`src/hdl/aep_pkg.sv`:
```
// Shared types, widths and fixed-point constants for the easing progress block.
package aep_pkg;

    localparam int FRAC_BITS_DEF = 16;
    localparam int TIME_BITS_DEF = 48;

    localparam int DAMP_W  = 16;   // spring damping, Q4.12
    localparam int U_W     = 16;   // phase, 16 fraction bits of a turn
    localparam int U_NUM_W = 29;   // spring phase dividend, p * 2^(28-F)
    localparam int Z_W     = 17;   // quarter-wave argument, 0..65536
    localparam int MAG_W   = 31;   // Q30 magnitudes, 0..1.0
    localparam int Y_W     = 30;   // exp series argument, Q30
    localparam int EACC_W  = 32;   // exp series accumulator, Q30 up to 2.0
    localparam int K_W     = 4;    // integer part of the 2^-x exponent

    localparam logic [31:0] Q30     = 32'h4000_0000;
    localparam logic [31:0] SC_A    = 32'd1686629713;
    localparam logic [31:0] SC_B    = 32'd693598668;
    localparam logic [31:0] SC_C    = 32'd85569306;
    localparam logic [31:0] SC_D    = 32'd5026995;
    localparam logic [31:0] SC_E    = 32'd172272;
    localparam logic [29:0] LN2_Q30 = 30'd744261118;

    localparam int SINE_CELLS = 4;
    localparam int EXP_CELLS  = 7;

    // Horner coefficients, innermost first (SC_E seeds the chain)
    localparam logic [31:0] SC_COEF [SINE_CELLS] = '{SC_D, SC_C, SC_B, SC_A};

    typedef enum logic [2:0] {
        CURVE_NONE     = 3'd0,
        CURVE_LINEAR   = 3'd1,
        CURVE_EASE_IN  = 3'd2,
        CURVE_EASE_OUT = 3'd3,
        CURVE_EASE_IO  = 3'd4,
        CURVE_SPRING   = 3'd5
    } curve_t;

    typedef enum logic [1:0] {
        REG_CURVE = 2'd0,
        REG_DELAY = 2'd1,
        REG_RUN   = 2'd2,
        REG_DAMP  = 2'd3
    } reg_idx_t;

    typedef enum logic [1:0] {
        CLS_NORMAL = 2'd0,
        CLS_ZERO   = 2'd1,
        CLS_ONE    = 2'd2
    } cls_t;

endpackage

```
`src/hdl/aep_sine_cell.sv`:
```
// One Horner step of the quarter-wave sine polynomial.
module aep_sine_cell
    import aep_pkg::*;
#(
    parameter logic [31:0] COEF = 32'd0,
    parameter int          SW   = 1
) (
    input  logic             clk,
    input  logic             rst_n,
    input  logic             en,
    input  logic             v_in,
    input  logic [MAG_W-1:0] z2_in,
    input  logic [MAG_W-1:0] acc_in,
    input  logic [SW-1:0]    side_in,
    output logic             v_out,
    output logic [MAG_W-1:0] z2_out,
    output logic [MAG_W-1:0] acc_out,
    output logic [SW-1:0]    side_out
);

    logic                 v_reg;
    logic [MAG_W-1:0]     z2_reg;
    logic [MAG_W-1:0]     acc_reg, acc_next;
    logic [SW-1:0]        side_reg;
    logic [2*MAG_W-1:0]   prod;
    logic [31:0]          diff;

    always_comb
    begin
        prod     = z2_in * acc_in;
        diff     = COEF - prod[61:30];
        acc_next = diff[MAG_W-1:0];
    end

    always_ff @(posedge clk or negedge rst_n)
    begin
        if (!rst_n)
        begin
            v_reg <= 1'b0;
        end
        else if (en)
        begin
            v_reg <= v_in;
        end
    end

    always_ff @(posedge clk)
    begin
        if (en)
        begin
            z2_reg   <= z2_in;
            acc_reg  <= acc_next;
            side_reg <= side_in;
        end
    end

    assign v_out    = v_reg;
    assign z2_out   = z2_reg;
    assign acc_out  = acc_reg;
    assign side_out = side_reg;

endmodule

```
`config.mk`:
```
export PLATFORM = sky130hd
export DESIGN_NAME = aep_sine_cell
export DESIGN_NICKNAME = d
export VERILOG_FILES = /design/src/hdl/aep_pkg.sv /design/src/hdl/aep_sine_cell.sv
export SDC_FILE = /design/constraint.sdc
export NUM_CORES = 2
export LEC_CHECK = 0
export CORE_ASPECT_RATIO = 2
export CORE_MARGIN = 3
export CORE_UTILIZATION = 65
export CTS_BUF_LIST = sky130_fd_sc_hd__clkbuf_8
export DETAILED_ROUTE_END_ITERATION = 10
export DONT_BUFFER_PORTS = 1
export PLACE_DENSITY = 0.86
export SYNTH_ARGS = -nofsm -noshare
export SYNTH_HDL_FRONTEND = slang
export SYNTH_SLANG_ARGS = --single-unit
export TNS_END_PERCENT = 1
```
`constraint.sdc`:
```
create_clock -name clk -period 0.85 [get_ports clk]
set_input_delay 0.17 -clock clk [delete_from_list [all_inputs] [get_ports clk]]
set_output_delay 0.17 -clock clk [all_outputs]
set_load 0.02 [all_outputs]
```
==> impl_results.md <==
- Peak Freq: 0.127 GHz
- Synthesized netlist net count: 4,782
- Failing checks: negative hold slack, negative setup slack
- GRT Total Usage: 0.401
- Vias in the first global route: 31,196
- Status: finished, violations left
- Min-delay src: en
- Wirelength per Cell: around 24 um
- Count of flip-flops with a built-in enable after synthesis: 63
- CTS Sinks: 64
- CP Launch Point: z2_in[13]
- Post-synthesis sequential area ratio: 0.0570
- Via-to-Cell Ratio: a little over 6
- Initial antenna violation count: 4
- R2R depth: 1
- HPWL after DPL: between 80 and 90 mm
- Die area: ~55,000 sq um
- R2r endpoint: v_out$_DFFE_PN0P_
- Root buf cell: clkbuf_8
- Hold Buf Count CTS: 35
- Initial DRC Count: ~2,200
- Top Ports: between 100 and 150
- Post-route setup slack: -7.04 ns
- Core Region: 51,100 sq um
- Area growth, synth to finish: 8.50%
- Slowest cell on crit path: fa_1
- CP Class: input port to register
- Synth Instances: between 3,000 and 4,000
- #FFs+latches synth: between 60 and 70
- Clk_lat worst skew: ~0.5 ns
- Reg2Reg Launch Point: v_out$_DFFE_PN0P_
- Post-DRT Antenna Nets: 0
- CTS buffer count: 9
- Max Slew Vio Count: 0
- Post-synthesis cell area: approximately 34,000 sq um
- Slowest stage delay, CP: roughly 0.59 ns
- YS warnings: 0
- Final core occ: 0.715
- Predominant post-synthesis flop cell: edfxtp_1
- Worst-path maximum fanout: 32
- Syn Area/Cell: about 9 sq um
- Worst Skew: 0 ns
- Reg clk slew, reported paths: 0.16 ns
- Setup TNS: -221.80 ns
- Worst Tran Pin Value: roughly 0.61 ns
- Final WL: 106 mm
- Worst Path Required: approximately 1.1 ns
- Total of max-cap violations: 0
- Initial core utilization: 0.659
- # port buffers: 0
- Layout cell share with drive strength beyond 1: 0.0944
- Setup Viol. Count Final: 95
- Fraction of registers with async set/reset: 0.0156
- Hold Crit Depth: 0
- Nets: 4,872
- DR vias: 27,088
- Worst Setup End Kind: register
- Non-Filler Instances: about 4,400
- Final Hold Fails: 64
- RD Place Congestion: slightly above 1
- First-pass GRT wire length: 165 mm
- FF-to-FF setup slack: ~0.070 ns
- Drt drc: 0
- GRT Residual Overflow: 0
- Clk buf depth: 2
- Num rows: 117
- Die height: around 330 um
- Relative slew margins: 0.588
- Setup crit start kind: input port
- Worst hold slack: -0.184 ns
- WP data arrival: 8.18 ns
- Pre-CTS setup slack: -7.51 ns
- First-pass DRT Iterations: 6
- Hold Path Sink: side_out$_DFFE_PP_
- Largest net degree at the start of global routing: 65
- Synth unique cells: about 80
- Most used cell, CP: fa_1
- Min-delay worst type: input port to register
- RSZ-0062 raised after global routing: yes
- Postcts setup bufs: 0
- # H-tree levels: 3
- Min Tclk post-route: 7.89 ns
- Die Span X: 167 um
- Placed cells: roughly 4,300
- Fin crit share: 9.29
- CTS tree: yes
per-layer routing:
| metal | track usage | vias to the layer above | share of wire |
|---|---|---|---|
| met5 | 0 | - | 0.000066 |
| met4 | 0.395 | 2 | 0.13 |
| met3 | 0.0997 | 859 | 0.090 |
| met2 | 0.686 | 1826 | 0.51 |
| met1 | 0.380 | 13495 | 0.28 |
| li1 | - | 10906 | - |
critical path, delay by kind of cell:
kind,cells,cell delay (ns)
buffers and inverters,5,0.38
adder cells (fa/ha/maj),9,4.45
AO/OA/AOI/OAI,3,0.73
XOR/XNOR,1,0.15
AND/OR/NAND/NOR,9,2.28
worst max-delay path by stage:
stage,slack [ns],cells after the start,end
floorplan,-7.25,29,acc_out[30]$_DFFE_PP_
finish,-7.04,27,acc_out[28]$_DFFE_PP_
CTS,-6.92,27,acc_out[30]$_DFFE_PP_
global route,-7.18,26,acc_out[30]$_DFFE_PP_
detailed placement,-7.51,26,acc_out[24]$_DFFE_PP_
global placement,-7.42,29,acc_out[24]$_DFFE_PP_
cells by family after synthesis:
logic type / count (synthesis) / share of synthesized area
mux: 6 / 0.00182
xor+xnor: 56 / 0.0146
buf+inv: 1000 / 0.112
simple gates: 1201 / 0.180
fa+ha+maj: 1082 / 0.589
compound gates: 224 / 0.0455
flops: 64 / 0.0570
layout make-up:
type | instances | area (sq um)
fill | 3469 | 14600
clock buffer | 9 | 124
sequential | 64 | 1920
tap | 654 | 818
timing repair buffer | 284 | 2240
antenna | 5 | 12.5
inverter | 795 | 2980
multi-input combinational | 2569 | 28300
clock inverter | 7 | 101
synthesized netlist by cell type, types with 5 or more instances:
library cell	n	area share
fa_1	835	0.50
inv_1	795	0.089
nand2_1	559	0.062
and2_1	481	0.089
ha_1	247	0.092
clkbuf_1	199	0.022
a21oi_1	64	0.0095
edfxtp_1	63	0.056
nor2_1	46	0.0051
xnor2_1	43	0.011
o21ai_0	39	0.0058
nand4_1	20	0.0037
a21o_1	15	0.0033
nand3_1	15	0.0022
nor3_1	15	0.0022
o21a_1	15	0.0033
xor2_1	13	0.0034
and3_1	11	0.0020
a211oi_1	10	0.0022
nor4_1	8	0.0015
o211ai_1	8	0.0018
a31oi_1	7	0.0013
and4_1	7	0.0018
o2111ai_1	6	0.0016
o21ai_1	6	0.00089
o21bai_1	6	0.0013
mux2i_1	5	0.0015
nor2b_1	5	0.00093
or3_1	5	0.00093
sequential cells by signal, summed over array words and instances (netlist names):
| name | flops |
|---|---|
| acc_out | 31 |
| side_out | 1 |
| v_out | 1 |
| z2_out | 31 |
layout by cell type, fill, tap and decap left out, drive strengths merged, types with 11 or more instances in the layout:
cell type / n
fa: 835
inv: 798
nand2: 559
and2: 482
buf: 249
ha: 247
a21oi: 66
edfxtp: 63
nor2: 47
o21ai: 46
xnor2: 43
dlygate4sd3: 35
nand4: 20
nand3: 16
nor3: 16
o21a: 15
a21o: 15
xor2: 13
and3: 11
a211oi: 11
nor4: 11
timing repair:
item,in CTS,in global routing
setup endpoints to repair,95,95
endpoints found under the hold margin,97,64
resized for setup,35,35
pin swaps,8,16
stage by stage:
step                hold WS, ns  cell area (sq um)
finish                   -0.184              36500
global route             -0.203              36500
CTS                      -0.188              36400
detailed placement       -0.126              35600
global placement         -0.126              35600
floorplan                -0.126              33700
Power is not shown: default switching activity piles up to over one toggle a cycle in this logic, so the estimate is an artifact.
