**src/hdl/aep_pkg.sv**
```systemverilog
// Shared types, widths and fixed-point constants for the easing progress block.
package aep_pkg;

    localparam int FRAC_BITS_DEF = 16;
    localparam int TIME_BITS_DEF = 48;

    localparam int DAMP_W  = 16;   // spring damping, Q4.12
    localparam int U_W     = 16;   // phase, 16 fraction bits of a turn
    localparam int U_NUM_W = 29;   // spring phase dividend, p * 2^(28-F)
    localparam int Z_W     = 17;   // quarter-wave argument, 0..65536
    localparam int MAG_W   = 31;   // Q30 magnitudes, 0..1.0
    localparam int Y_W     = 30;   // exp series argument, Q30
    localparam int EACC_W  = 32;   // exp series accumulator, Q30 up to 2.0
    localparam int K_W     = 4;    // integer part of the 2^-x exponent

    localparam logic [31:0] Q30     = 32'h4000_0000;
    localparam logic [31:0] SC_A    = 32'd1686629713;
    localparam logic [31:0] SC_B    = 32'd693598668;
    localparam logic [31:0] SC_C    = 32'd85569306;
    localparam logic [31:0] SC_D    = 32'd5026995;
    localparam logic [31:0] SC_E    = 32'd172272;
    localparam logic [29:0] LN2_Q30 = 30'd744261118;

    localparam int SINE_CELLS = 4;
    localparam int EXP_CELLS  = 7;

    // Horner coefficients, innermost first (SC_E seeds the chain)
    localparam logic [31:0] SC_COEF [SINE_CELLS] = '{SC_D, SC_C, SC_B, SC_A};

    typedef enum logic [2:0] {
        CURVE_NONE     = 3'd0,
        CURVE_LINEAR   = 3'd1,
        CURVE_EASE_IN  = 3'd2,
        CURVE_EASE_OUT = 3'd3,
        CURVE_EASE_IO  = 3'd4,
        CURVE_SPRING   = 3'd5
    } curve_t;

    typedef enum logic [1:0] {
        REG_CURVE = 2'd0,
        REG_DELAY = 2'd1,
        REG_RUN   = 2'd2,
        REG_DAMP  = 2'd3
    } reg_idx_t;

    typedef enum logic [1:0] {
        CLS_NORMAL = 2'd0,
        CLS_ZERO   = 2'd1,
        CLS_ONE    = 2'd2
    } cls_t;

endpackage

```
**src/hdl/aep_exp_cell.sv**
```systemverilog
// One term of the exp Taylor series: acc = 1 + (y*acc)/n, three registered steps.
module aep_exp_cell
    import aep_pkg::*;
#(
    parameter int unsigned DIVN = 1,
    parameter int          SW   = 1
) (
    input  logic              clk,
    input  logic              rst_n,
    input  logic              en,
    input  logic              v_in,
    input  logic [Y_W-1:0]    y_in,
    input  logic [EACC_W-1:0] acc_in,
    input  logic [SW-1:0]     side_in,
    output logic              v_out,
    output logic [Y_W-1:0]    y_out,
    output logic [EACC_W-1:0] acc_out,
    output logic [SW-1:0]     side_out
);

    // reciprocal for the constant divide; one correction step fixes it up
    localparam logic [32:0] RECIP = 33'((64'd1 << 32) / DIVN);

    logic              v1_reg, v2_reg, v3_reg;
    logic [Y_W-1:0]    y1_reg, y2_reg, y3_reg;
    logic [SW-1:0]     side1_reg, side2_reg, side3_reg;
    logic [30:0]       w1_reg, w1_next;
    logic [30:0]       w2_reg;
    logic [30:0]       q2_reg, q2_next;
    logic [EACC_W-1:0] acc3_reg, acc3_next;
    logic [61:0]       prod_w;
    logic [63:0]       prod_q;
    logic [33:0]       nq;
    logic [33:0]       rm;
    logic              corr;
    logic [30:0]       qf;

    always_comb
    begin
        prod_w    = y_in * acc_in;
        w1_next   = prod_w[60:30];
        prod_q    = w1_reg * RECIP;
        q2_next   = prod_q[62:32];
        nq        = 34'(q2_reg) * 34'(DIVN);
        rm        = 34'(w2_reg) - nq;
        corr      = (rm >= 34'(DIVN));
        qf        = q2_reg + 31'(corr);
        acc3_next = Q30 + EACC_W'(qf);
    end

    always_ff @(posedge clk or negedge rst_n)
    begin
        if (!rst_n)
        begin
            v1_reg <= 1'b0;
            v2_reg <= 1'b0;
            v3_reg <= 1'b0;
        end
        else if (en)
        begin
            v1_reg <= v_in;
            v2_reg <= v1_reg;
            v3_reg <= v2_reg;
        end
    end

    always_ff @(posedge clk)
    begin
        if (en)
        begin
            y1_reg    <= y_in;
            side1_reg <= side_in;
            w1_reg    <= w1_next;
            y2_reg    <= y1_reg;
            side2_reg <= side1_reg;
            w2_reg    <= w1_reg;
            q2_reg    <= q2_next;
            y3_reg    <= y2_reg;
            side3_reg <= side2_reg;
            acc3_reg  <= acc3_next;
        end
    end

    assign v_out    = v3_reg;
    assign y_out    = y3_reg;
    assign acc_out  = acc3_reg;
    assign side_out = side3_reg;

endmodule

```
**config.mk**
```make
export PLATFORM = sky130hd
export DESIGN_NAME = aep_exp_cell
export DESIGN_NICKNAME = d
export VERILOG_FILES = /design/src/hdl/aep_pkg.sv /design/src/hdl/aep_exp_cell.sv
export SDC_FILE = /design/constraint.sdc
export NUM_CORES = 2
export LEC_CHECK = 0
export ABC_AREA = 1
export BUFFER_PORTS_ARGS = -buffer_cell sky130_fd_sc_hd__buf_4
export CORE_MARGIN = 4
export CORE_UTILIZATION = 43
export DETAILED_ROUTE_END_ITERATION = 10
export GPL_TIMING_DRIVEN = 0
export HOLD_SLACK_MARGIN = 0.02
export PLACE_DENSITY = 0.66
export SLEW_MARGIN = 20
export SYNTH_ARGS = -nofsm -noshare
export SYNTH_HDL_FRONTEND = slang
export SYNTH_SLANG_ARGS = --single-unit
```
**constraint.sdc**
```tcl
create_clock -name clk -period 1.4 [get_ports clk]
set_clock_uncertainty 0.2 [all_clocks]
set_input_delay 0.28 -clock clk [delete_from_list [all_inputs] [get_ports clk]]
set_output_delay 0.28 -clock clk [all_outputs]
set_load 0.01 [all_outputs]
```
==> results.md <==
| Result | Reported | Unit |
| --- | --- | --- |
| Outcome | finished, violations left | - |
| Failing checks | negative setup slack | - |
| Iter 0 DRT Violations | 3052 | - |
| Global-route layer with the greatest usage | met2 | - |
| Antenna violation net count after detailed routing | 0 | - |
| Starting utilization of the core area | 0.434 | - |
| Required time of the critical path | 1.47 | ns |
| Global routing met2 resource utilization | 0.457 | - |
| Height of the die | 307 | um |
| H-tree level count | 4 | - |
| Placement-stage cell area | 41900 | um^2 |
| Synth unique cells | 28 | - |
| GPL Wtd Cong | 1.01 | - |
| Post-layout nets | 6032 | - |
| Sinks on the clock net | 190 | - |
| Kind of path behind the tightest hold check | in2reg | - |
| Fraction of final layout cells with drive strength greater than 1 | 0.199 | - |
| Ratio of final minimum period to clock period | 4.59 | - |
| Buffer levels on the longest clock path | 2 | - |
| Length of the first detailed-routing pass in iterations | 6 | - |
| Global-route wire length before repair | 202000 | um |
| Met3 Track Usage GR | 0.0809 | - |
| Startpoint types | primary input | - |
| Port Buffer Count | 101 | - |
| Category of the worst setup path capture point | register | - |
| Final hold violation count | 0 | - |
| Detail-routed via count per cell | 5.11 | - |
| Summed negative setup slack over all endpoints | -161.02 | ns |
| Total GRT Usage | 0.292 | - |
| Hold_sp | en | - |
| Final WL | 135000 | um |
| Cell count after synthesis | 4627 | - |
| Antenna violations before repair | 5 | - |
| Count of final setup violators | 95 | - |
| Die area | 94400 | um^2 |
| Standard cell core area | 88600 | um^2 |
| Synthesis-to-finish area growth | 23.6 | % |
| Routed vias | 31000 | - |
| Pin count of the biggest net entering global routing | 98 | - |
| Post-route minimum period | 6.42 | ns |
| Routing usage on met1 | 0.373 | - |
| Root buf cell | clkbuf_16 | - |
| Depth of the worst register-to-register path | 1 | - |
| DRC violation count after routing | 0 | - |
| Number of enable flip-flop cells after synthesis | 187 | - |
| Fmax | 156 | MHz |
| CP max FO | 9 | - |
| Final Instance Area | 47600 | um^2 |
| Total of warnings raised by yosys | 0 | - |
| Clock latency at the later pin of the worst-skew pair | 0.52 | ns |
| Final-layout worst hold slack | 0.0929 | ns |
| Endpoint arrival time on the critical path | 6.49 | ns |
| Mean instance size in the synthesized netlist | 8.32 | um^2 |
| Portion of the post-synthesis area used by sequential elements | 0.148 | - |
| Most common flop cell mapped by yosys | edfxtp_1 | - |
| I/O pin count | 131 | - |
| Worst Hold Endpoint | y1_reg[2] | - |
| Final-report max-slew violation count | 0 | - |
| Number of rows in the core area | 109 | - |
| Detailed-placement wirelength estimate | 108000 | um |
| Via count of the first global-routing pass | 32600 | - |
| End of the worst register-to-register path | v_out | - |
| CTS Buf Count | 17 | - |
| Total congestion overflow | 0 | - |
| Hold Path Cell Cnt | 2 | - |
| Clock input transition at the sequential cells of the worst setup and hold paths | 0.08 | ns |
| Worst reg2reg path startpoint | v_out | - |
| TritonCTS clock tree | done | - |
| Flop-to-flop setup slack | 0.44 | ns |
| Die width | 307 | um |
| Slew of the pin with the lowest slew margin | 0.741 | ns |
| Average wire per standard cell | 22.2 | um |
| Synthesis-stage register bit count | 190 | - |
| Unrepaired setup endpoints after global routing | true | - |
| Synth Net Count | 5769 | - |
| Worst slew slack as a fraction of its limit | 0.506 | - |
| Flip-flop count of the largest register after layout | 32 | - |
| Maximum capacitance violations | 0 | - |
| Final-layout fill cell count | 7925 | - |
| Setup Crit Path Kind | in2reg | - |
| Total standard cell area after synthesis | 38500 | um^2 |
| FFs w/ async S/R, synth | 0.0158 | - |
| Minimum setup slack in the final design | -5.02 | ns |
## metal layers
| metal | up-vias | wire length (um) |
|---|---|---|
| met1 | 15400 | 50000 |
| met3 | 453 | 15600 |
| met4 | 2 | 8540 |
| met5 | - | 11 |
| li1 | 13400 | - |
| met2 | 1733 | 60500 |
## how the worst max path moves through the flow
stage / from / to / slack [ns] / cells after the start
3_5_place_dp: acc_in[0] / w1_reg[27] / -6.39 / 26
5_1_grt: y_in[11] / w1_reg[20] / -5.12 / 28
3_3_place_gp: acc_in[0] / w1_reg[27] / -6.38 / 24
4_1_cts: y_in[11] / w1_reg[10] / -4.96 / 26
2_1_floorplan: acc_in[8] / w1_reg[17] / -4.82 / 29
6_report: y_in[6] / w1_reg[18] / -5.02 / 26
## layout by cell type, fill, tap and decap left out, types with 24 or more instances in the layout
cell	count
a21oi_1	35
a21oi_2	24
a21oi_4	24
buf_4	103
buf_6	84
buf_8	24
clkbuf_16	71
clkbuf_4	33
clkbuf_8	42
dlygate4sd3_1	35
edfxtp_1	187
fa_1	761
fa_2	73
ha_1	205
ha_4	30
inv_1	1419
inv_2	113
nand2_1	1101
nand2_2	96
nand2_4	53
nor2_1	73
nor2_2	24
nor2_4	37
## critical path, cell delays in order
cell and delay [ns]:
buf_6 0.12, clkbuf_16 0.18, nand2_4 0.05, fa_1 0.52, inv_1 0.06, fa_1 0.58
inv_1 0.06, fa_1 0.47, inv_1 0.05, fa_1 0.48, fa_2 0.64, fa_1 0.42
fa_1 0.61, inv_1 0.07, fa_1 0.50, inv_2 0.05, ha_4 0.32, nand2_4 0.10
nor2_4 0.15, inv_4 0.06, nor2_4 0.14, inv_2 0.05, nor2_1 0.08, o211ai_1 0.18
nand4_1 0.16, nand2_2 0.07
## synth_stat cells (4+ instances only)
cell type  number  area, um^2
a21oi_1        83         415
nor2_2          5        31.3
nand4_1        12        75.1
ha_1          241        3020
o21a_1          5        37.5
clkbuf_1      183         687
nand2_1      1256        4710
xnor2_1         4        35.0
nor4_1          4        25.0
nor2_1        129         484
xor2_1          7        61.3
nand3_1        45         225
nor3_1         12        60.1
edfxtp_1      187        5620
o21ai_0        40         200
o21ai_1         6        30.0
inv_1        1532        5750
fa_1          834       16700
inv_2           9        33.8
o21bai_1       15         113
## final cells by class
cell class                 count  area (um^2)  share of cell area
antenna                        5         12.5            0.000263
sequential                   190         5690               0.120
multi-input combinational   2710        28700               0.604
clock inverter                14          179             0.00376
timing repair buffer         244         2610              0.0548
buffer                       186         2680              0.0563
tap                         1165         1460              0.0306
clock buffer                  18          429             0.00902
inverter                    1541         5810               0.122
## through the flow
step / cells / utilization / setup slack [ns]
4_1_cts: 6034 / 0.521 / -4.96
2_1_floorplan: 4627 / - / -4.82
3_5_place_dp: 5895 / 0.472 / -6.39
6_report: 6073 / 0.537 / -5.02
3_3_place_gp: 5893 / 0.472 / -6.38
5_1_grt: 6070 / 0.537 / -5.12
## kinds of logic after synthesis
kind of cell	Yosys count	synth area share
compound gates	155	0.0218
xor+xnor	11	0.00250
fa+ha+maj	1075	0.512
buf+inv	1727	0.168
flops	190	0.148
mux	1	0.000293
simple gates	1468	0.147
## what timing repair did
action                                  CTS  global route
cloned                                    0             3
gates resized for setup                 663           364
endpoints found under the setup margin   95            95
hold buffers                             35             0
hold endpoints to repair                 38             0
pin swaps                               240           233
setup buffers                            72            32
Power is not shown: default switching activity piles up to over one toggle a cycle in this logic, so the estimate is an artifact.
