**src/hdl/aep_div_cell.sv**
```systemverilog
// One restoring-division step: one quotient bit per cell, registered.
module aep_div_cell #(
    parameter int RW = 16,
    parameter int DW = 16,
    parameter int NW = 16,
    parameter int QW = 16,
    parameter int SW = 1
) (
    input  logic          clk,
    input  logic          rst_n,
    input  logic          en,
    input  logic [DW-1:0] divisor,
    input  logic          v_in,
    input  logic [RW-1:0] rem_in,
    input  logic [NW-1:0] den_in,
    input  logic [QW-1:0] quo_in,
    input  logic [SW-1:0] side_in,
    output logic          v_out,
    output logic [RW-1:0] rem_out,
    output logic [NW-1:0] den_out,
    output logic [QW-1:0] quo_out,
    output logic [SW-1:0] side_out
);

    logic          v_reg;
    logic [RW-1:0] rem_reg, rem_next;
    logic [NW-1:0] den_reg, den_next;
    logic [QW-1:0] quo_reg, quo_next;
    logic [SW-1:0] side_reg;
    logic [RW:0]   trial;
    logic [RW:0]   dz;
    logic [RW:0]   diff;
    logic          ge;

    always_comb
    begin
        trial    = {rem_in, den_in[NW-1]};
        dz       = (RW+1)'(divisor);
        diff     = trial - dz;
        ge       = (trial >= dz);
        rem_next = ge ? diff[RW-1:0] : trial[RW-1:0];
        den_next = {den_in[NW-2:0], 1'b0};
        quo_next = {quo_in[QW-2:0], ge};
    end

    always_ff @(posedge clk or negedge rst_n)
    begin
        if (!rst_n)
        begin
            v_reg <= 1'b0;
        end
        else if (en)
        begin
            v_reg <= v_in;
        end
    end

    always_ff @(posedge clk)
    begin
        if (en)
        begin
            rem_reg  <= rem_next;
            den_reg  <= den_next;
            quo_reg  <= quo_next;
            side_reg <= side_in;
        end
    end

    assign v_out    = v_reg;
    assign rem_out  = rem_reg;
    assign den_out  = den_reg;
    assign quo_out  = quo_reg;
    assign side_out = side_reg;

endmodule

```
**config.mk**
```make
export PLATFORM = sky130hd
export DESIGN_NAME = aep_div_cell
export DESIGN_NICKNAME = d
export VERILOG_FILES = /design/src/hdl/aep_div_cell.sv
export SDC_FILE = /design/constraint.sdc
export NUM_CORES = 1
export LEC_CHECK = 0
export BUFFER_PORTS_ARGS = -buffer_cell sky130_fd_sc_hd__buf_4
export CORE_UTILIZATION = 51
export CTS_CLUSTER_DIAMETER = 150
export DETAILED_ROUTE_END_ITERATION = 10
export PLACE_DENSITY_LB_ADDON = 0.3
export SYNTH_ARGS = -nofsm -noshare
export SYNTH_HDL_FRONTEND = slang
export SYNTH_SLANG_ARGS = --single-unit
```
**constraint.sdc**
```tcl
create_clock -name clk -period 1.58 [get_ports clk]
set_input_delay 0.158 -clock clk [delete_from_list [all_inputs] [get_ports clk]]
set_output_delay 0.158 -clock clk [all_outputs]
set_load 0.1 [all_outputs]
```
==> impl_metrics.json, run 1 <==
{
  "start_util_pct": 54.7,
  "fin_util_pct": 91.7,
  "peakVddDrop_mv": 0.747,
  "combPwrFrac_pct": 48.6,
  "num_antenna_cells": 0,
  "route.detailed.drc": 0,
  "viasPerCell": 5.90,
  "crit_start": "divisor[14]",
  "fp.dieH_um": 74.1,
  "pwr-share-clk_pct": 16.6,
  "post-dp-hpwl_um": 5740,
  "p_sw_share_pct": 43.7,
  "clk_pin_slew_worst_paths_ns": 0.10,
  "synth_area_leaders": "edfxtp_1 (54%), ha_1 (7.5%), mux2_4 (4.5%)",
  "grt_pass1_wl_um": 13400,
  "clkLatencyLatePin_ns": 0.31,
  "vias": 2653,
  "end_kind": "register",
  "dpl-instance-area_um2": 4030,
  "synth_cell_types": 46,
  "path_max_fanout": 7,
  "cp.depth": 10,
  "num_rows": 25,
  "synth_most_common_cell": "edfxtp_1",
  "drive_above_1_share_pct": 61.9,
  "internal_power_w": 0.00266,
  "use_met3_pct": 6.10,
  "min_from": "quo_in[14]",
  "synth_edf_count": 48,
  "min_period_ns": 1.95,
  "cts_buffer_depth": 2,
  "clockRootBuffer": "clkbuf_8",
  "critPathSlowestCell": "mux2_4",
  "place_congestion": 0.906,
  "clock.fmax_mhz": 513,
  "antenna_found_initial": 0,
  "hold_path_class": "input pin to register",
  "ff2ff_path_depth": 1,
  "path_cells": "buf_6, inv_6, ha_4, a21o_1, a211o_1, a41o_1, a31oi_4, o21a_4, inv_8, mux2_4",
  "rsz0062_at_grt": "true",
  "max_cap_viol_count": 0,
  "fin_worst_skew_ns": 0,
  "total_power_w": 0.00473,
  "nNetsFinal": 468,
  "critPathKind": "input pin to register",
  "drv_slew": 0,
  "setup_slack_ns": -0.371,
  "grt_pass1_vias": 2592,
  "cts_made_buffers": 5,
  "die_w_um": 74.1,
  "crit_buf_inv": 3,
  "setup_viol": 17,
  "synthCells": 208,
  "ys_seq_area_share_pct": 55.3,
  "p_seq_share_pct": 34.8,
  "synth_area_um2": 2650,
  "grt_util_met2_pct": 65.3,
  "yosysTopAreaCell": "edfxtp_1",
  "p_switching_w": 0.00207,
  "busiest_layer": "met2",
  "violations": "negative setup slack",
  "mappedNetlistNets": 294,
  "synth_common_cells": "edfxtp_1 (48), inv_1 (24), ha_1 (16), nand2_1 (13), a21oi_1 (10)",
  "leakage_nw": 2.01,
  "portBuffers": 116,
  "cp-start-kind": "input pin",
  "tightest_slew_ns": 0.516,
  "drtIter0Drc": 226,
  "die-area_um2": 5500,
  "ys.warnings.count": 0,
  "ant_nets": 0,
  "drtPass1Iterations": 5,
  "grt_max_degree": 28,
  "fp.coreArea_um2": 4850,
  "overflow": 0,
  "synth_flop_cell": "edfxtp_1",
  "synth_top_area_share_pct": 54.3,
  "slew_headroom_pct": 65.2,
  "wire_per_inst_um": 22.7,
  "worstReg2RegStart": "v_out$_DFFE_PN0P_",
  "path_delay_family": "compound AO/OA/AOI/OAI gates",
  "timing.final.crit_share_pct": 123,
  "stdcell_area_um2": 4440,
  "finalHoldViolCount": 0,
  "crit_arrival_ns": 2.03,
  "p_per_area_nw_per_um2": 1060,
  "fillers": 157,
  "max_stage_delay_ns": 0.32,
  "cts_tree": "yes",
  "wl_um": 10200,
  "async_reset_ff_share_pct": 2.04,
  "numClockSinks": 49,
  "area_delta_synth_final_pct": 67.5,
  "required_ns": 1.66,
  "status": "complete, but fails checks",
  "synth-seq-cells": 49,
  "boundaryPins": 119,
  "hold_depth": 1,
  "cts-htree-levels": 2,
  "use_met1_pct": 36.0,
  "avgSynthCellArea_um2": 12.8,
  "grt_usage_pct": 34.2
}
-- repair_timing --
action / in CTS / in global routing
endpoints found under the setup margin: 17 / 17
cloned: 1 / 0
pin swaps: 21 / 8
setup buffers: 10 / 0
resized for setup: 35 / 17
hold buffers: 1 / 0
hold endpoints to repair: 1 / 0
-- placed cells by master, fill, tap and decap left out, types with 2 or more instances in the layout --
master      Yosys  layout
inv_6           0       2
ha_2            0       2
a21o_1          3       3
a31oi_4         1       2
xnor2_1         8       8
buf_4           1     163
clkbuf_8        0       5
a41o_1          2       2
o21ai_2         0       3
nand2_1        13      12
mux2_2          5       2
a31oi_1         3       2
nand3_1         3       2
inv_2           0       4
mux2i_1         3       3
inv_1          24      17
o21ai_0         8       4
a21oi_1        10       7
inv_8           0       2
a211o_1         2       2
mux2_4          8      11
ha_1           16       2
o21bai_1        4       2
a21oi_2         0       3
ha_4            0      12
nand4_1         3       3
edfxtp_1       48      48
buf_6           1       8
nor2_1          9       9
xor2_1          4       4
clkinvlp_4      0       2
-- per-stage QoR --
step	std cells	setup slack [ns]	setup TNS, ns	hold WS [ns]
finish	450	-0.371	-5.05	0.0135
global route	450	-0.427	-6.07	0.00694
CTS	450	-0.299	-3.93	0.0164
detailed placement	430	-0.755	-10.88	-0.0598
global placement	430	-0.649	-9.43	-0.0667
floorplan	208	-0.617	-8.03	-0.138
-- path summary, 6_finish.rpt --
path	to	slack [ns]
max	rem_out[5]$_DFFE_PP_	-0.37
min	quo_out[15]$_DFFE_PP_	0.01
max reg2reg	v_out$_DFFE_PN0P_	0.82
min reg2reg	v_out$_DFFE_PN0P_	0.54
max in group asynchronous	v_out$_DFFE_PN0P_	1.29
min in group asynchronous	v_out$_DFFE_PN0P_	0.20
-- cells by family after synthesis --
| family | count (synthesis) | synth area share [%] |
|---|---|---|
| other cells | 1 | 0.141 |
| mux | 16 | 7.78 |
| flops | 49 | 55.3 |
| compound gates | 45 | 12.3 |
| xor+xnor | 12 | 3.96 |
| fa+ha+maj | 17 | 8.30 |
| simple gates | 36 | 6.60 |
| buf+inv | 32 | 5.66 |
-- power by group through the flow --
| stage | Sequential, W | Clock (W) | Combinational, W |
|---|---|---|---|
| final | 0.00165 | 0.000784 | 0.00230 |
| after global routing | 0.00166 | 0.000822 | 0.00236 |
| after CTS | 0.00164 | 0.000756 | 0.00216 |
| after detailed placement | 0.00167 | 0 | 0.00205 |
| after global placement | 0.00166 | 0 | 0.00200 |
| after floorplan | 0.00264 | 0 | 0.000484 |
-- registers in the layout (all words and copies together), names as in the netlist --
name      count
quo_out      16
rem_out      16
den_out      15
side_out      1
v_out         1
-- metal layers --
metal	vias to the layer above	share of wire (%)
met5	-	0
met4	0	6.6
met3	64	9.1
met2	222	51
met1	1256	33
li1	1111	-
-- layout make-up --
cell class              count  area [µm²]  area share, %
clock inverters             2        15.0          0.338
well taps                  67        83.8           1.89
clock buffers               6        72.6           1.63
repair buffers            173        1340           30.1
flip-flops and latches     49        1470           33.0
multi-input cells         127        1340           30.2
inverters                  25         116           2.62
repair inverters            1        8.76          0.197
Note: power is estimated with default switching activity, not from simulation.
==> run 2, diff against run 1 <==
--- a/config.mk
+++ b/config.mk
@@ -6,6 +6,7 @@
 export NUM_CORES = 1
 export LEC_CHECK = 0
 export BUFFER_PORTS_ARGS = -buffer_cell sky130_fd_sc_hd__buf_4
+export CORE_ASPECT_RATIO = 0.5
 export CORE_UTILIZATION = 51
 export CTS_CLUSTER_DIAMETER = 150
 export DETAILED_ROUTE_END_ITERATION = 10
==> constraint.sdc (replaced) <==
create_clock -name clk -period 2.45 [get_ports clk]
set_input_delay 0.245 -clock clk [delete_from_list [all_inputs] [get_ports clk]]
set_output_delay 0.245 -clock clk [all_outputs]
set_load 0.1 [all_outputs]
==> impl_metrics.json, run 2 (synthesis results as in run 1) <==
{
  "hold_slack_ns": 0.102,
  "end_kind": "register",
  "num_rows": 18,
  "portBuffers": 116,
  "fp.coreArea_um2": 4950,
  "clk_pin_slew_worst_paths_ns": 0.10,
  "register_area_um2": 1470,
  "place_congestion": 0.914,
  "setup_slack_ns": 0.226,
  "vias": 2084,
  "timing.final.crit_share_pct": 90.8,
  "max_cap_viol_count": 0,
  "drtIter0Drc": 68,
  "wire_per_inst_um": 14.4,
  "p_per_area_nw_per_um2": 735,
  "numClockSinks": 49,
  "die_w_um": 104,
  "hold_path_class": "input pin to register",
  "ff2ff_path_depth": 1,
  "clockRootBuffer": "clkbuf_8",
  "drive_above_1_share_pct": 45.8,
  "nNetsFinal": 428,
  "mostFrequentLayoutCell": "buf_4",
  "place_ws_ns": -0.111,
  "fillers": 342,
  "area_delta_synth_final_pct": 42.8,
  "tightest_slew_ns": 0.604,
  "grt_pass1_wl_um": 9250,
  "critPathKind": "input pin to register",
  "cp-start-kind": "input pin",
  "clock.fmax_mhz": 450,
  "setup_viol": 0,
  "multiInputGateArea_um2": 1040,
  "hold_depth": 1,
  "drv_slew": 0,
  "overflow": 0,
  "finalHoldViolCount": 0,
  "grt_max_degree": 50,
  "path_max_fanout": 13,
  "cts-htree-levels": 2,
  "rsz0062_at_grt": "false",
  "ant_nets": 0,
  "fin_worst_skew_ns": 0,
  "peakVddDrop_mv": 0.423,
  "fp.dieH_um": 53.0,
  "drtPass1Iterations": 4,
  "post-dp-hpwl_um": 4530,
  "die-area_um2": 5510,
  "cts_tree": "yes",
  "final_cell_mix": "buf_4 (133), edfxtp_1 (48), inv_1 (24)",
  "grt_usage_pct": 21.9,
  "required_ns": 2.53,
  "viasPerCell": 5.05,
  "cts_made_buffers": 5,
  "num_antenna_cells": 0,
  "grt_pass1_vias": 2045,
  "clkLatencyLatePin_ns": 0.30,
  "wl_um": 5940,
  "start_util_pct": 53.6,
  "antenna_found_initial": 0,
  "crit_arrival_ns": 2.30,
  "slew_headroom_pct": 59.7,
  "boundaryPins": 119,
  "cts_buffer_depth": 2,
  "min_period_ns": 2.22,
  "leakage_nw": 1.78,
  "status": "complete, no violations",
  "route.detailed.drc": 0
}
==> run 2: changes by cell type in the layout (fill, tap and decap cells not counted), sizes merged <==
cell | previous run | this run
buf | 172 | 133
inv | 26 | 27
clkinvlp | 2 | 1
clkbuf | 6 | 5
==> run 2: critical path: stages <==
cell	delay, ns
buf_4	0.11
ha_1	0.33
nand3_1	0.11
o21bai_1	0.18
a311oi_1	0.37
o21ai_1	0.16
o21a_4	0.24
inv_4	0.19
mux2_2	0.36
==> run 2: layout make-up <==
class | instances | area share [%]
sequential | 49 | 38.7
inverter | 25 | 2.54
tap | 70 | 2.31
clock buffer | 5 | 1.82
timing repair buffer | 134 | 26.6
clock inverter | 3 | 0.660
multi-input combinational | 127 | 27.4
==> run 2: power by group <==
| group | total, W | switching [W] | internal, W |
|---|---|---|---|
| sequential | 0.00105 | 0.0000243 | 0.00103 |
| combinational | 0.00123 | 0.000872 | 0.000356 |
| clock | 0.000507 | 0.000298 | 0.000209 |
==> run 2: timing repair <==
action	in CTS	in global routing
setup endpoints to repair	0	0
gates resized for setup	0	0
hold buffers	1	0
hold endpoints to repair	1	0
buffers inserted	0	0
==> run 2: worst paths after layout <==
kind                            slack (ns)               from                    end
worst max-delay path                  0.23          rem_in[2]   rem_out[4]$_DFFE_PP_
worst min-delay path                  0.10         den_in[10]  den_out[11]$_DFFE_PP_
worst max register to register        1.68  v_out$_DFFE_PN0P_      v_out$_DFFE_PN0P_
worst min register to register        0.54  v_out$_DFFE_PN0P_      v_out$_DFFE_PN0P_
max in group asynchronous             2.11              rst_n      v_out$_DFFE_PN0P_
min in group asynchronous             0.26              rst_n      v_out$_DFFE_PN0P_
==> run 2: layer usage <==
metal / wire (µm) / vias up / GRT usage, %
met5: 0 / - / 0
met4: 27 / 0 / 6.90
met3: 403 / 7 / 4.93
met2: 3000 / 89 / 40.1
met1: 2510 / 958 / 26.4
li1: - / 1030 / -
==> run 2: through the flow <==
step           util (%)  cell area, µm²  TNS [ns]  instances  power, W
4_1_cts            76.5            3790         0        413   0.00280
6_report           76.5            3790         0        413   0.00279
5_1_grt            76.5            3790         0        413   0.00288
3_5_place_dp       74.4            3690    -0.845        404   0.00229
2_1_floorplan         -            2650         0        208   0.00199
3_3_place_gp       74.4            3690    -0.250        404   0.00227
==> run 3, diff against run 2 <==
==> constraint.sdc (replaced) <==
create_clock -name clk -period 2.9 [get_ports clk]
set_input_delay 0.29 -clock clk [delete_from_list [all_inputs] [get_ports clk]]
set_output_delay 0.29 -clock clk [all_outputs]
set_load 0.1 [all_outputs]
==> impl_metrics.json, run 3 (synthesis results as in run 1) <==
{
  "status": "complete, no violations",
  "setup_viol": 0,
  "min_period_ns": 2.36,
  "fin_cells": 396,
  "area_delta_synth_final_pct": 38.0,
  "fin_util_pct": 73.9,
  "mostFrequentLayoutCell": "buf_4",
  "nNetsFinal": 411,
  "grt_max_degree": 50,
  "reg2reg_setup_slack_ns": 2.15,
  "die_w_um": 104,
  "clkLatencyLatePin_ns": 0.30,
  "portBuffers": 116,
  "antenna_found_initial": 0,
  "cts-htree-levels": 2,
  "final_cell_mix": "buf_4 (116), edfxtp_1 (48), inv_1 (24)",
  "ff2ff_path_depth": 1,
  "grt_usage_pct": 20.1,
  "max_cap_viol_count": 0,
  "wire_per_inst_um": 14.1,
  "crit_path_end": "rem_out[4]$_DFFE_PP_",
  "drv_slew": 0,
  "tightest_slew_ns": 0.614,
  "slew_headroom_pct": 59.1,
  "fin_worst_skew_ns": 0,
  "fp.dieH_um": 53.0,
  "leakage_nw": 1.69,
  "worst_r2r_endpoint": "v_out$_DFFE_PN0P_",
  "fp.coreArea_um2": 4950,
  "clock.fmax_mhz": 423,
  "num_rows": 18,
  "hold_path_class": "input pin to register",
  "overflow": 0,
  "vias": 2023,
  "path_max_fanout": 13,
  "drive_above_1_share_pct": 42.9,
  "route.detailed.drc": 0,
  "p_per_area_nw_per_um2": 632,
  "drtIter0Drc": 78,
  "numClockSinks": 49,
  "cts_resized": 0,
  "cts_buffer_depth": 2,
  "boundaryPins": 119,
  "ant_nets": 0,
  "drtPass1Iterations": 4,
  "grt_pass1_vias": 1811,
  "wl_um": 5590,
  "setup-tns-final_ns": 0,
  "worstReg2RegStart": "v_out$_DFFE_PN0P_",
  "cp-start-kind": "input pin",
  "post-dp-hpwl_um": 4290,
  "timing.final.crit_share_pct": 81.5,
  "min_from": "den_in[5]",
  "crit_start": "rem_in[2]",
  "cts_tree": "yes",
  "crit_arrival_ns": 2.43,
  "hold_slack_ns": 0.158,
  "place_congestion": 0.848,
  "start_util_pct": 53.6,
  "cts_made_buffers": 5,
  "num_antenna_cells": 0,
  "viasPerCell": 5.11,
  "grt_pass1_wl_um": 8420,
  "end_kind": "register",
  "finalHoldViolCount": 0,
  "clockRootBuffer": "clkbuf_8",
  "critPathKind": "input pin to register",
  "die-area_um2": 5510,
  "required_ns": 2.97,
  "clk_pin_slew_worst_paths_ns": 0.10,
  "placed_cells": 387,
  "rsz0062_at_grt": "false",
  "peakVddDrop_mv": 0.316
}
==> run 3: cell types whose count changed in the layout (fill, tap and decap cells not counted) <==
cell	before	now
buf_4	133	116
inv_6	2	0
clkinvlp_4	1	2
inv_8	0	1
==> run 3: repair_timing <==
item	CTS	global route
endpoints found under the hold margin	1	0
hold buffers	1	0
buffers inserted	0	0
==> run 3: worst min-delay path by stage <==
stage | slack (ns) | end | cells after the start
6_report | 0.16 | den_out[6]$_DFFE_PP_ | 1
4_1_cts | 0.15 | den_out[6]$_DFFE_PP_ | 1
3_5_place_dp | 0.07 | v_out$_DFFE_PN0P_ | 1
3_3_place_gp | 0.07 | v_out$_DFFE_PN0P_ | 1
2_1_floorplan | -0.006 | v_out$_DFFE_PN0P_ | 0
5_1_grt | 0.15 | den_out[12]$_DFFE_PP_ | 1
==> run 3: where the power goes <==
group | switching [W] | internal [W]
combinational | 0.000726 | 0.000278
clock | 0.000246 | 0.000176
sequential | 0.0000207 | 0.000868
==> run 3: stage by stage <==
step                worst slack (ns)  cell area (µm²)  total power (W)
floorplan                      0.411             2650          0.00168
global placement               0.252             3560          0.00189
detailed placement             0.214             3560          0.00191
CTS                            0.544             3660          0.00233
global route                   0.372             3660          0.00239
finish                         0.538             3660          0.00231
==> run 3: routing by layer <==
| metal | global-route usage (%) | share of wire, % | vias up | wire length (µm) |
|---|---|---|---|---|
| met5 | 0 | 0 | - | 0 |
| li1 | - | - | 995 | - |
| met3 | 4.19 | 7.1 | 5 | 399 |
| met2 | 35.7 | 49 | 77 | 2730 |
| met4 | 5.48 | 0.75 | 0 | 42 |
| met1 | 25.7 | 43 | 946 | 2420 |
==> run 3: final cells by class <==
cell class | instances | area (µm²)
Sequential cell | 49 | 1470
Fill cell | 362 | 1290
Inverter | 25 | 96.3
Clock inverter | 3 | 26.3
Clock buffer | 5 | 68.8
Tap cell | 70 | 87.6
Multi-Input combinational cell | 127 | 1040
Timing Repair Buffer | 117 | 881
==> run 3: critical path: stages <==
cell      delay [ns]
buf_4           0.11
ha_1            0.36
nand3_1         0.12
o21bai_1        0.21
a311oi_1        0.37
o21ai_1         0.16
o21a_4          0.25
inv_4           0.19
mux2_2          0.36
